File: config.mk
export PLATFORM = sky130hd
export DESIGN_NAME = masked_packed_base_distance_core
export DESIGN_NICKNAME = d
export VERILOG_FILES = /design/src/rtl/mpbd_pkg.sv /design/src/rtl/mpbd_lane.sv /design/src/rtl/mpbd_merge.sv /design/src/rtl/masked_packed_base_distance_core.sv
export SDC_FILE = /design/constraint.sdc
export NUM_CORES = 1
export LEC_CHECK = 0
export BUFFER_PORTS_ARGS = -buffer_cell sky130_fd_sc_hd__buf_2
export CAP_MARGIN = 20
export CELL_PAD_IN_SITES_DETAIL_PLACEMENT = 1
export CELL_PAD_IN_SITES_GLOBAL_PLACEMENT = 2
export CORE_UTILIZATION = 25
export CTS_CLUSTER_DIAMETER = 60
export DETAILED_ROUTE_END_ITERATION = 10
export PLACE_DENSITY = 0.68
export SLEW_MARGIN = 25
export SYNTH_ARGS = -nofsm -noshare
export SYNTH_HDL_FRONTEND = slang
export SYNTH_SLANG_ARGS = --single-unit
File: constraint.sdc
create_clock -name clk_i -period 9.1 [get_ports clk_i]
set_clock_uncertainty 0.2 [all_clocks]
set_input_delay 1.82 -clock clk_i [delete_from_list [all_inputs] [get_ports clk_i]]
set_output_delay 1.82 -clock clk_i [all_outputs]
set_load 0.1 [all_outputs]
File: src/rtl/mpbd_pkg.sv
// shared types and constants for the masked packed base distance core
package mpbd_pkg;

  localparam int unsigned TOTAL_W = 32;
  localparam int unsigned WORD_W  = 64;
  localparam int unsigned MASK_W  = 32;
  localparam int unsigned BASE_W  = 2;

  typedef struct packed {
    logic incl;
    logic diff;
  } lane_flags_t;

endpackage

File: src/rtl/mpbd_lane.sv
// one lane: gates a single base pair by its mask bit and flags a difference
module mpbd_lane (
  input  logic [mpbd_pkg::BASE_W-1:0] base_a_i,
  input  logic [mpbd_pkg::BASE_W-1:0] base_b_i,
  input  logic                        include_i,
  output mpbd_pkg::lane_flags_t       flags_o
);

  assign flags_o.incl = include_i;
  assign flags_o.diff = include_i & (base_a_i != base_b_i);

endmodule

File: src/rtl/mpbd_merge.sv
// merges lane flags: popcounts, saturating totals and the result register
module mpbd_merge #(
  parameter int unsigned LANES = 32
) (
  input  logic                                  clk_i,
  input  logic                                  rst_ni,
  input  mpbd_pkg::lane_flags_t [LANES-1:0]     flags_i,
  input  logic                                  in_valid_i,
  input  logic                                  last_i,
  output logic                                  in_ready_o,
  output logic                                  out_valid_o,
  input  logic                                  out_ready_i,
  output logic [mpbd_pkg::TOTAL_W-1:0]          mismatch_count_o,
  output logic [mpbd_pkg::TOTAL_W-1:0]          compared_count_o
);

  localparam int unsigned GRP   = 8;
  localparam int unsigned NGRP  = (LANES + GRP - 1) / GRP;
  localparam int unsigned GRP_W = $clog2(GRP + 1);
  localparam int unsigned CNT_W = $clog2(LANES + 1);

  function automatic logic [mpbd_pkg::TOTAL_W-1:0] sat_add(
    input logic [mpbd_pkg::TOTAL_W-1:0] acc,
    input logic [mpbd_pkg::TOTAL_W-1:0] inc
  );
    logic [mpbd_pkg::TOTAL_W:0] sum;
    sum = {1'b0, acc} + {1'b0, inc};
    return sum[mpbd_pkg::TOTAL_W] ? '1 : sum[mpbd_pkg::TOTAL_W-1:0];
  endfunction

  logic [NGRP-1:0][GRP_W-1:0]     grp_incl, grp_diff;
  logic [CNT_W-1:0]               incl_cnt, diff_cnt;
  logic [mpbd_pkg::TOTAL_W-1:0]   mis_total_q, mis_total_d;
  logic [mpbd_pkg::TOTAL_W-1:0]   cmp_total_q, cmp_total_d;
  logic [mpbd_pkg::TOTAL_W-1:0]   mis_sum, cmp_sum;
  logic [mpbd_pkg::TOTAL_W-1:0]   mis_out_q, mis_out_d, cmp_out_q, cmp_out_d;
  logic                           out_valid_q, out_valid_d;
  logic                           accept;

  // popcount in groups of eight lanes, then add the group counts
  always_comb begin
    for (int g = 0; g < NGRP; g++) begin
      grp_incl[g] = '0;
      grp_diff[g] = '0;
      for (int i = 0; i < GRP; i++) begin
        if (g * GRP + i < LANES) begin
          grp_incl[g] = grp_incl[g] + GRP_W'(flags_i[g * GRP + i].incl);
          grp_diff[g] = grp_diff[g] + GRP_W'(flags_i[g * GRP + i].diff);
        end
      end
    end
    incl_cnt = '0;
    diff_cnt = '0;
    for (int g = 0; g < NGRP; g++) begin
      incl_cnt = incl_cnt + CNT_W'(grp_incl[g]);
      diff_cnt = diff_cnt + CNT_W'(grp_diff[g]);
    end
  end

  assign in_ready_o = ~out_valid_q | out_ready_i;
  assign accept     = in_valid_i & in_ready_o;

  assign mis_sum = sat_add(mis_total_q, mpbd_pkg::TOTAL_W'(diff_cnt));
  assign cmp_sum = sat_add(cmp_total_q, mpbd_pkg::TOTAL_W'(incl_cnt));

  always_comb begin
    mis_total_d = mis_total_q;
    cmp_total_d = cmp_total_q;
    mis_out_d   = mis_out_q;
    cmp_out_d   = cmp_out_q;
    out_valid_d = out_valid_q & ~out_ready_i;
    if (accept) begin
      if (last_i) begin
        mis_out_d   = mis_sum;
        cmp_out_d   = cmp_sum;
        out_valid_d = 1'b1;
        mis_total_d = '0;
        cmp_total_d = '0;
      end else begin
        mis_total_d = mis_sum;
        cmp_total_d = cmp_sum;
      end
    end
  end

  always_ff @(posedge clk_i or negedge rst_ni) begin
    if (!rst_ni) begin
      mis_total_q <= '0;
      cmp_total_q <= '0;
      out_valid_q <= 1'b0;
    end else begin
      mis_total_q <= mis_total_d;
      cmp_total_q <= cmp_total_d;
      out_valid_q <= out_valid_d;
    end
  end

  // result payload, no reset needed
  always_ff @(posedge clk_i) begin
    mis_out_q <= mis_out_d;
    cmp_out_q <= cmp_out_d;
  end

  assign out_valid_o      = out_valid_q;
  assign mismatch_count_o = mis_out_q;
  assign compared_count_o = cmp_out_q;

endmodule

File: src/rtl/masked_packed_base_distance_core.sv
// a last word's totals appear on the output in the cycle after its transfer
// one word per cycle when not stalled; all lanes compare and one merge stage
//   popcounts and accumulates in the same cycle, output register decouples sides
// a new word is taken while a result is pending if the result leaves that cycle
// reset (async, active low) clears both running totals and the output valid
// top level: lanes of base compares feeding the merge and accumulate stage
module masked_packed_base_distance_core #(
  parameter int unsigned BASES_PER_WORD = 32
) (
  input  logic                          clk_i,
  input  logic                          rst_ni,
  input  logic                          in_valid_i,
  output logic                          in_ready_o,
  input  logic [mpbd_pkg::WORD_W-1:0]   word_a_i,
  input  logic [mpbd_pkg::WORD_W-1:0]   word_b_i,
  input  logic [mpbd_pkg::MASK_W-1:0]   include_mask_i,
  input  logic                          last_word_i,
  output logic                          out_valid_o,
  input  logic                          out_ready_i,
  output logic [mpbd_pkg::TOTAL_W-1:0]  mismatch_count_o,
  output logic [mpbd_pkg::TOTAL_W-1:0]  compared_count_o
);

  mpbd_pkg::lane_flags_t [BASES_PER_WORD-1:0] flags;

  for (genvar k = 0; k < BASES_PER_WORD; k++) begin : g_lane
    mpbd_lane u_lane (
      .base_a_i  (word_a_i[mpbd_pkg::BASE_W*k +: mpbd_pkg::BASE_W]),
      .base_b_i  (word_b_i[mpbd_pkg::BASE_W*k +: mpbd_pkg::BASE_W]),
      .include_i (include_mask_i[k]),
      .flags_o   (flags[k])
    );
  end

  mpbd_merge #(
    .LANES (BASES_PER_WORD)
  ) u_merge (
    .clk_i            (clk_i),
    .rst_ni           (rst_ni),
    .flags_i          (flags),
    .in_valid_i       (in_valid_i),
    .last_i           (last_word_i),
    .in_ready_o       (in_ready_o),
    .out_valid_o      (out_valid_o),
    .out_ready_i      (out_ready_i),
    .mismatch_count_o (mismatch_count_o),
    .compared_count_o (compared_count_o)
  );

endmodule

==> summary.md <==
| Metric | Value |
|---|---|
| Status | `finished, final reports clean` |
| Gp weighted congestion | `0.7588` |
| Largest area contributor in the synthesized netlist | `sky130_fd_sc_hd__edfxtp_1` |
| Number of buffers created by CTS | `17` |
| F_max | `0.1170 GHz` |
| # setup viols final | `0` |
| Startpoint types | `input pin` |
| Syn_nets | `1243` |
| Post-synth top area share | `0.1980` |
| Worst IR Drop VDD | `about 300 uV` |
| Flops & latches, synth | `129` |
| Sequential cell area in the final layout | `roughly 3500 um2` |
| Post-detailed-routing wire length | `28.49 mm` |
| Combined area of all synthesized cells | `9708 um2` |
| Post-synthesis instance total | `980` |
| Post-CTS repair timing setup buffer count | `0` |
| Half-perimeter wire length of the detailed placement result | `21.87 mm` |
| Combinational group share of total power | `0.657` |
| Commonest cells in the netlist | `sky130_fd_sc_hd__inv_1, sky130_fd_sc_hd__dfrtp_1, sky130_fd_sc_hd__nand2_1` |
| Critical path capture point type | `flop` |
| Final Hold Violating Endpoints | `0` |
| Cell Int Power | `0.002266 W` |
| TritonCTS clock tree | `done` |
| Layout Nets | `about 1500` |
| H-tree depth reported by CTS | `4` |
| Worst Hold Slack | `311.7 ps` |
| Distinct cells, synth | `60` |
| Dominant synthesized flop cell | `sky130_fd_sc_hd__dfrtp_1` |
| Number of pins exceeding their max-slew limit in the final report | `0` |
| Die Height | `roughly 200 um` |
| Number of violations reported at the end of detailed-routing iteration 0 | `approximately 320` |
| Vias per Instance | `4.713` |
| Proportion of total power due to net switching | `0.4783` |
| Full die area | `~40000 um2` |
| Logic depth of the worst register-to-register path | `10` |
| CTS root buf | `sky130_fd_sc_hd__clkbuf_16` |
| Arrival @ worst endpoint | `roughly 8700 ps` |
| Setup tns final | `0 ps` |
| Clock latency at the later pin of the worst-skew pair | `440 ps` |
| Final global-route overflow total | `0` |
| Post-detailed-route wirelength per cell | `approximately 16 um` |
| Worst min-delay path category | `flop to flop` |
| Post-synth EDFFs | `between 60 and 70` |
| GR Util All Layers | `0.1511` |
| Switching Power | `between 0.002 and 0.0025 W` |
| Number of antenna repair diodes | `0` |
| Top cells by area, synth | `sky130_fd_sc_hd__edfxtp_1, sky130_fd_sc_hd__dfrtp_1, sky130_fd_sc_hd__fa_1` |
| Number of maximum-capacitance violations | `0` |
| Horizontal extent of the die | `199.1 um` |
| Share of final-layout standard cells stronger than drive strength 1 | `0.2545` |
| Placed cell area | `between 10000 and 15000 um2` |
| Req. time, crit path | `9260 ps` |
| Max-Slew Margin vs Limit | `0.3178` |
| Post-synth ARST share | `0.5039` |
| # resized after CTS | `0` |
| HP Start | `u_merge.cmp_total_q[2]` |
| Cell mode on critical path | `sky130_fd_sc_hd__fa_1` |
| Setup slack, reg-to-reg | `6160 ps` |
| Slowest stage cell, crit path | `sky130_fd_sc_hd__or4_1` |
| Largest buffer count on any clock path | `2` |
| CP Class | `input pin to flop` |
| Final worst path period share | `0.9389` |
| # rows | `71` |
| Number of buffers inserted by hold repair at cts | `0` |
| Multi-input gate area | `5620 um2` |
| Wire length of the first global-routing pass | `about 47 mm` |
| Count of unresolved DRC violations after routing | `0` |
| Areal power density over the cells | `358.0 nW/um2` |
| Hold-critical path depth | `1` |
| Overall via count from detail_route | `8206` |
| Detailed Routing Iterations Pass 1 | `4` |
| Total chip power | `0.004343 W` |
| Fillers | `approximately 4400` |
| Part of the power in the clock network | `0.156` |
| Starting density of the core | `0.2559` |
| Area growth, synth to finish | `24.95%` |
| Avg Synthesized Cell Area | `a little under 10 um2` |
| Minimum period implied by the final worst setup slack | `8544 ps` |
| Number of global-route vias before repair | `between 8000 and 9000` |
| Core Region | `37930 um2` |
| Sequential Power Share | `0.187` |
| Share of the core filled with cells in the final layout | `0.3198` |
| Initial antenna violation count | `0` |
| Largest fanout on the critical path | `30` |
| Hold path endpoint | `u_merge.cmp_total_q[2]` |
| Yosys warning total | `0` |
| Count leader, synth | `sky130_fd_sc_hd__inv_1` |
| Highest cell delay on the worst timing path | `590 ps` |
| Launch instance of the worst register-to-register path | `u_merge.mis_total_q[0]` |
| Part of the Yosys area used for sequential elements | `0.3655` |
| Largest net degree at the start of global routing | `82` |
| RSZ-0062 raised after global routing | `false` |
| Worst-Margin Slew | `1019 ps` |
| Sinks on Clock Net | `~130` |
| Number of port buffers | `230` |
| Clock transition at the registers of the reported paths | `about 60 ps` |
| Antenna Nets Post-Route | `0` |
| Leakage power | `5.631 nW` |
| Layout Cell Area excl Fill | `12130 um2` |
| End of the worst register-to-register path | `u_merge.mismatch_count_o[26]` |
| Count of boundary I/O pins | `about 230` |
-- worst max-delay path, delay by kind of cell --
kind	cells	cell delay, ps
simple gates	2	940
buf+inv	6	520
fa+ha+maj	10	4260
compound gates	6	990
xor+xnor	1	150
-- flip-flops by register name (all words and copies together) (netlist names) --
name,cells
u_merge.compared_count_o,32
u_merge.mismatch_count_o,32
u_merge.mis_total_q,32
u_merge.cmp_total_q,32
u_merge.out_valid_o,1
-- area by class of cell --
class,instances,area share
Clock buffer,17,0.03507
Clock inverter,15,0.01186
Inverter,86,0.02661
Multi-Input combinational cell,718,0.4633
Sequential cell,129,0.2925
Tap cell,511,0.05271
Timing Repair Buffer,265,0.1179
-- per-layer routing --
layer | global-route usage | share of wire | routed length [um] | vias to the layer above
li1 | - | - | - | 3988
met1 | 0.1853 | 0.44 | 12560 | 4016
met2 | 0.2688 | 0.51 | 14500 | 186
met3 | 0.02937 | 0.042 | 1193 | 16
met4 | 0.03818 | 0.0084 | 240 | 0
met5 | 0 | 0 | 0 | -
-- metrics by stage --
step / cells / setup WS (ps)
2_1_floorplan: 980 / 306.1
6_report: 1741 / 556.0
4_1_cts: 1741 / 484.0
3_5_place_dp: 1709 / 42.01
3_3_place_gp: 1709 / 79.42
5_1_grt: 1741 / 204.4
-- logic make-up (layout without fill, tap and decap cells) --
kind of cell / count (synthesis) / after routing / share of synthesized area
simple gates: 258 / 258 / 0.1442
flops: 129 / 129 / 0.3655
fa+ha+maj: 98 / 98 / 0.1619
mux: 2 / 2 / 0.002320
buf+inv: 133 / 383 / 0.05581
compound gates: 246 / 246 / 0.1674
xor+xnor: 114 / 114 / 0.1028
-- placed cells by master, fill, tap and decap left out, types with 4 or more instances in the layout --
| cell | count |
|---|---|
| sky130_fd_sc_hd__a211oi_1 | 9 |
| sky130_fd_sc_hd__a21boi_0 | 11 |
| sky130_fd_sc_hd__a21o_1 | 21 |
| sky130_fd_sc_hd__a21oi_1 | 48 |
| sky130_fd_sc_hd__a22o_1 | 12 |
| sky130_fd_sc_hd__a311oi_1 | 4 |
| sky130_fd_sc_hd__a31o_2 | 4 |
| sky130_fd_sc_hd__a31oi_1 | 24 |
| sky130_fd_sc_hd__a41o_1 | 6 |
| sky130_fd_sc_hd__a41oi_1 | 11 |
| sky130_fd_sc_hd__and2_1 | 10 |
| sky130_fd_sc_hd__and3_1 | 21 |
| sky130_fd_sc_hd__and4_1 | 21 |
| sky130_fd_sc_hd__buf_2 | 230 |
| sky130_fd_sc_hd__buf_4 | 33 |
| sky130_fd_sc_hd__clkbuf_16 | 17 |
| sky130_fd_sc_hd__dfrtp_1 | 65 |
| sky130_fd_sc_hd__edfxtp_1 | 64 |
| sky130_fd_sc_hd__fa_1 | 46 |
| sky130_fd_sc_hd__ha_1 | 52 |
| sky130_fd_sc_hd__inv_1 | 85 |
| sky130_fd_sc_hd__nand2_1 | 65 |
| sky130_fd_sc_hd__nand2b_1 | 5 |
| sky130_fd_sc_hd__nand3_1 | 20 |
| sky130_fd_sc_hd__nand4_1 | 13 |
| sky130_fd_sc_hd__nor2_1 | 33 |
| sky130_fd_sc_hd__nor2b_1 | 8 |
| sky130_fd_sc_hd__nor3_1 | 32 |
| sky130_fd_sc_hd__nor3_2 | 4 |
| sky130_fd_sc_hd__nor4_1 | 11 |
| sky130_fd_sc_hd__o21a_1 | 12 |
| sky130_fd_sc_hd__o21ai_0 | 59 |
| sky130_fd_sc_hd__o22a_1 | 5 |
| sky130_fd_sc_hd__or3_1 | 5 |
| sky130_fd_sc_hd__xnor2_1 | 52 |
| sky130_fd_sc_hd__xor2_1 | 62 |
-- power groups by stage --
stage / combinational (W) / clock, W / sequential (W)
after floorplan: 0.00178 / 0 / 0.00110
after global placement: 0.00287 / 0 / 0.000823
after detailed placement: 0.00290 / 0 / 0.000824
after CTS: 0.00292 / 0.000700 / 0.000814
after global routing: 0.00320 / 0.000721 / 0.000819
final: 0.00285 / 0.000678 / 0.000810
-- how the worst max path moves through the flow --
stage | to | slack, ps | cells after the start | start
3_5_place_dp | u_merge.mis_total_q[18] | 40 | 25 | word_b_i[2]
3_3_place_gp | u_merge.mismatch_count_o[31] | 80 | 26 | word_b_i[2]
5_1_grt | u_merge.mismatch_count_o[26] | 200 | 26 | word_b_i[1]
6_report | u_merge.mis_total_q[18] | 560 | 25 | word_b_i[2]
4_1_cts | u_merge.mis_total_q[18] | 480 | 25 | word_b_i[2]
2_1_floorplan | u_merge.mismatch_count_o[27] | 310 | 24 | word_b_i[1]
No activity file was read; power rests on OpenSTA's default activity.
